File: config.mk
export PLATFORM = sky130hd
export DESIGN_NAME = pvs_scale
export DESIGN_NICKNAME = d
export VERILOG_FILES = /design/src/hw/rtl/pvs_pkg.sv /design/src/hw/rtl/pvs_scale.sv
export SDC_FILE = /design/constraint.sdc
export NUM_CORES = 2
export LEC_CHECK = 0
export BUFFER_PORTS_ARGS = -buffer_cell sky130_fd_sc_hd__clkbuf_2
export CORE_MARGIN = 3
export CORE_UTILIZATION = 30
export DETAILED_ROUTE_END_ITERATION = 8
export GPL_ROUTABILITY_DRIVEN = 0
export GPL_TIMING_DRIVEN = 1
export SETUP_SLACK_MARGIN = 0.02
export SYNTH_ARGS = -nofsm -noshare
export SYNTH_HDL_FRONTEND = slang
export SYNTH_SLANG_ARGS = --single-unit
File: constraint.sdc
create_clock -name clk -period 11.3 [get_ports clk]
set_input_delay 1.695 -clock clk [delete_from_list [all_inputs] [get_ports clk]]
set_output_delay 1.695 -clock clk [all_outputs]
set_load 0.01 [all_outputs]
File: src/hw/rtl/pvs_pkg.sv
// ----------------------------------------------------------------------------
// pvs_pkg: shared constants and types for the polar vector sum.
// Widths, angle constants and the arctangent table used by both CORDICs.
// ----------------------------------------------------------------------------
`default_nettype none
package pvs_pkg;
	localparam int CORDIC_STEPS = 16;
	localparam int TABLE_LEN = 24;
	localparam int N_STEPS = (CORDIC_STEPS < TABLE_LEN) ? CORDIC_STEPS : TABLE_LEN;
	// Datapath width: lengths in Q.20 plus gain and summing headroom.
	localparam int DW = 40;
	// Angle accumulator in degrees Q.16.
	localparam int ZW = 28;
	localparam int LEN_W = 16;
	localparam int ANG_W = 18;
	localparam int OLEN_W = 17;
	localparam int OANG_W = 17;
	localparam logic signed [ANG_W-1:0] DEG90 = 18'sd23040;
	localparam logic signed [ANG_W-1:0] DEG180 = 18'sd46080;
	localparam logic signed [ANG_W+1:0] DEG360 = 20'sd92160;
	localparam logic [31:0] INV_GAIN_SQ = 32'd1583795506;

	typedef logic signed [DW-1:0] dat_t;
	typedef logic signed [ZW-1:0] ang_t;

	function automatic ang_t atan_q16(input int i);
		ang_t r;
		case (i)
			0: r = 28'sd2949120;  1: r = 28'sd1740967;  2: r = 28'sd919879;
			3: r = 28'sd466945;   4: r = 28'sd234379;   5: r = 28'sd117266;
			6: r = 28'sd58666;    7: r = 28'sd29335;    8: r = 28'sd14668;
			9: r = 28'sd7334;     10: r = 28'sd3667;    11: r = 28'sd1833;
			12: r = 28'sd917;     13: r = 28'sd458;     14: r = 28'sd229;
			15: r = 28'sd115;     16: r = 28'sd57;      17: r = 28'sd29;
			18: r = 28'sd14;      19: r = 28'sd7;       20: r = 28'sd4;
			21: r = 28'sd2;       22: r = 28'sd1;       default: r = '0;
		endcase
		return r;
	endfunction
endpackage
`default_nettype wire

File: src/hw/rtl/pvs_scale.sv
// ----------------------------------------------------------------------------
// pvs_scale: gain removal and output rounding.
// Two stages: multiply by the squared inverse gain, then round and clamp.
// ----------------------------------------------------------------------------
`default_nettype none
module pvs_scale (
	input  wire                             clk,
	input  wire                             en,
	input  wire pvs_pkg::dat_t              mag,
	input  wire pvs_pkg::ang_t              ang,
	input  wire                             zero,
	output logic [pvs_pkg::OLEN_W-1:0]      len_o,
	output logic signed [pvs_pkg::OANG_W-1:0] ang_o
);
	import pvs_pkg::*;

	// Magnitude split in two 20-bit halves so each product stays narrow.
	logic [19:0]        m_lo, m_hi;
	logic [51:0]        p_lo_s1, p_hi_s1;
	ang_t               z_s1;
	logic               zr_s1;
	logic [72:0]        prod;
	logic [40:0]        m32;
	logic [29:0]        l_r;
	logic signed [ZW-1:0] a_r;

	assign m_lo = mag[DW-1] ? '0 : mag[19:0];
	assign m_hi = mag[DW-1] ? '0 : mag[39:20];

	always_ff @(posedge clk) begin
		if (en) begin
			p_lo_s1 <= 52'(m_lo) * 52'(INV_GAIN_SQ);
			p_hi_s1 <= 52'(m_hi) * 52'(INV_GAIN_SQ);
			z_s1 <= ang;
			zr_s1 <= zero;
		end
	end

	always_comb begin
		prod = 73'(p_lo_s1) + (73'(p_hi_s1) << 20);
		m32 = prod[72:32];
		l_r = 30'((42'(m32) + 42'd2048) >> 12);
		a_r = (z_s1 + ZW'(128)) >>> 8;
	end

	always_ff @(posedge clk) begin
		if (en) begin
			if (zr_s1) begin
				len_o <= '0;
				ang_o <= '0;
			end else begin
				len_o <= (l_r > 30'd65536) ? OLEN_W'(65536) : l_r[OLEN_W-1:0];
				if (a_r > ZW'(DEG180)) ang_o <= OANG_W'(DEG180);
				else if (a_r < -ZW'(DEG180)) ang_o <= -OANG_W'(DEG180);
				else ang_o <= a_r[OANG_W-1:0];
			end
		end
	end
endmodule
`default_nettype wire

==> results.yml <==
outcome:
  status: "finished, final reports clean"
power_and_ir_drop:
  p_leak_nw: 14.9
  power_density_nw_per_um2: 299
  irDropWorstVdd_mv: 0.250
timing:
  finalHoldViolCount: 0
  fin_skew_ns: 0.0185
  setup_viol_count_final: 0
  drv_slew: 0
  max_freq_ghz: 0.106
  worst_pin_slew_ns: 1.08
  setup-tns-final_ns: 0
  relSlewSlack_pct: 26.0
  period_needed_ns: 9.43
  period_share_pct: 83.4
  rsz0062_at_grt: "false"
floorplanning:
  row_count: 108
  die_w_um: 305
  initial_core_util_pct: 30.5
  io_pins: 105
  die_area_um2: 92800
  core_region_area_um2: 87600
  die_y_um: 305
global_routing:
  grt_max_degree: 72
  grt_pass1_wl_um: 104000
  track_usage_pct: 14.1
  grt-ovfl-total: 0
  use_met1_pct: 19.3
  grt.busiest_layer: "met2"
  grt_pass1_vias: 19200
  met3_usage_pct: 2.32
  grtUsageMet2_pct: 23.4
  antenna_found_initial: 1
layout:
  multi_input_area_um2: 20000
  fillers: 8981
  finalInstanceArea_um2: 29300
  antenna_cells: 0
  fin_nets: 3699
  drive_above_1_share_pct: 6.64
  syn_to_final_growth_pct: 9.52
  seq_area_um2: 4050
yosys:
  yosysMostFrequentCell: "inv_1"
  synth_seq_cells: 135
  yosys.area.top_type: "fa_1"
  syn_nets: 3595
  synth_top_cell_area_share_pct: 31.9
  ys_seq_area_share_pct: 15.2
  netlist_top_cells_count: "688 x inv_1, 445 x ha_1, 426 x fa_1"
  netlist_top_cells_area: "fa_1 32%, ha_1 21%, edfxtp_1 15%"
  async_flop_share_pct: 0
  yosys_warnings: 0
  synth_edf_count: 135
  synth-main-ff-cell: "edfxtp_1"
  syn_area_per_cell_um2: 10.1
  syn_area_um2: 26700
  ys_types: 80
  synthCells: 2653
clock_network:
  post_cts_buffers: 0
  cts_tree: "built"
  cts_repair_resize_count: 0
  clockRootBuffer: "clkbuf_16"
  numCtsBuffers: 17
  cts_num_sinks: 135
  cts-htree-levels: 4
  clock_latency_ns: 0.46
  ctsHoldBuffers: 0
  clk_pin_slew_ns: 0.08
  cts_max_path_buffers: 2
drt:
  finalWirelength_um: 63500
  drtAntennaViolNets: 0
  viasPerCell: 4.60
  drtIter0Drc: 1206
  dr_total_vias: 18000
  wl_per_cell_um: 16.2
  drc: 0
  dr.pass1.iters: 5
flow_run:
  drv_cap: 0
worst_setup_path:
  cp.required_ns: 11.50
  cp-end-kind: "flip-flop"
  path_class: "in -> reg"
  critical_path.max_fanout: 21
  arrival_ns: 9.63
  worstSetupStartpointType: "input pin"
place:
  dpl.hpwl_um: 56700
  portBuffers: 97
  place_area_um2: 28700
min_path:
  hold_class: "reg -> reg"
[cells in the final DEF, fill, tap and decap left out, types with 5 or more instances in the layout]
master / count
nor3_1: 34
and4_1: 9
nor2b_1: 27
clkbuf_16: 17
nor2_1: 113
nand2b_1: 42
and2_1: 19
clkinv_8: 7
nand4_1: 25
a31oi_1: 8
xnor2_1: 73
o31ai_1: 10
nand3b_1: 6
inv_1: 688
fa_1: 426
o21a_1: 20
o21bai_1: 11
xor2_1: 45
buf_4: 12
nor4_1: 5
or2_2: 13
o211ai_1: 11
mux2i_1: 7
a21o_1: 43
or3_1: 15
nor4b_2: 7
a21oi_1: 97
nand3_1: 32
ha_1: 445
o21ai_0: 62
nor4b_1: 7
a211oi_1: 8
clkbuf_2: 96
edfxtp_1: 135
a21boi_0: 7
nand2_1: 84
and3_1: 19
[stage by stage]
step                util (%)  power (mW)  worst slack (ns)  hold WS [ns]  cells
floorplan                  -        6.57              2.58         0.595   2653
global placement        32.7        8.14              1.35         0.620   3893
detailed placement      32.7        8.19              1.31         0.631   3893
CTS                     33.4        8.83              1.77         0.663   3925
global route            33.4        9.88              1.34         0.727   3925
finish                  33.4        8.77              1.87         0.668   3925
[state kept, by name (all words and copies together) (netlist names)]
signal,cells
z_s1,21
p_lo_s1,30
p_hi_s1,49
zr_s1,1
ang_o,17
len_o,17
[power by group]
group,internal (mW),leakage [nW],switching [mW]
Sequential,1.02,1.35,0.0960
Combinational,3.02,13.2,4.07
Clock,0.302,0.301,0.263
Total,4.34,14.9,4.42
[layer usage]
metal	wire length, µm	part of all wire (%)	vias to the layer above
met4	1050	1.7	2
met3	2990	4.7	59
met5	13	0.020	-
li1	-	-	8804
met1	29500	46	8809
met2	29900	47	371
[path summary, 6_finish.rpt]
kind | startpoint | endpoint | slack (ns) | cells past startpoint
min reg2reg | z_s1[16]$_DFFE_PP_ | ang_o[8]$_SDFFCE_PP0P_ | 0.67 | 2
max | mag[39] | p_lo_s1[42]$_DFFE_PP_ | 1.87 | 26
max reg2reg | p_lo_s1[30]$_DFFE_PP_ | len_o[2]$_SDFFCE_PP0P_ | 5.65 | 14
min | z_s1[16]$_DFFE_PP_ | ang_o[8]$_SDFFCE_PP0P_ | 0.67 | 2
[critical path: stages]
cell       delay (ns)
clkbuf_2         0.27
buf_4            0.30
nand2b_1         0.20
inv_1            0.31
ha_1             0.25
inv_1            0.12
fa_1             0.57
fa_1             0.55
fa_1             0.52
fa_1             0.51
fa_1             0.54
fa_1             0.55
inv_1            0.04
ha_1             0.29
a21o_1           0.18
a21o_1           0.16
a21oi_1          0.33
o21ai_0          0.21
nor3_1           0.29
a2111oi_0        0.28
o21a_1           0.29
o31a_1           0.31
or2_2            0.31
a21o_1           0.21
a21o_1           0.19
xor2_1           0.13
[layout make-up]
cell class                      count  area share (%)
Clock inverter                     15           0.679
Multi-Input combinational cell   1806            68.3
Clock buffer                       17            1.45
Timing Repair Buffer              109            1.99
Sequential cell                   135            13.8
Inverter                          688            8.82
Tap cell                         1155            4.93
[logic make-up after synthesis]
logic type	Yosys count	synth area share (%)
adder cells (fa/ha/maj)	871	52.7
buffers and inverters	712	10.1
AND/OR/NAND/NOR	476	9.63
multiplexers	9	0.346
XOR/XNOR	119	3.95
flip-flops	135	15.2
AO/OA/AOI/OAI	331	8.16
(Power assumes the default switching activity.)
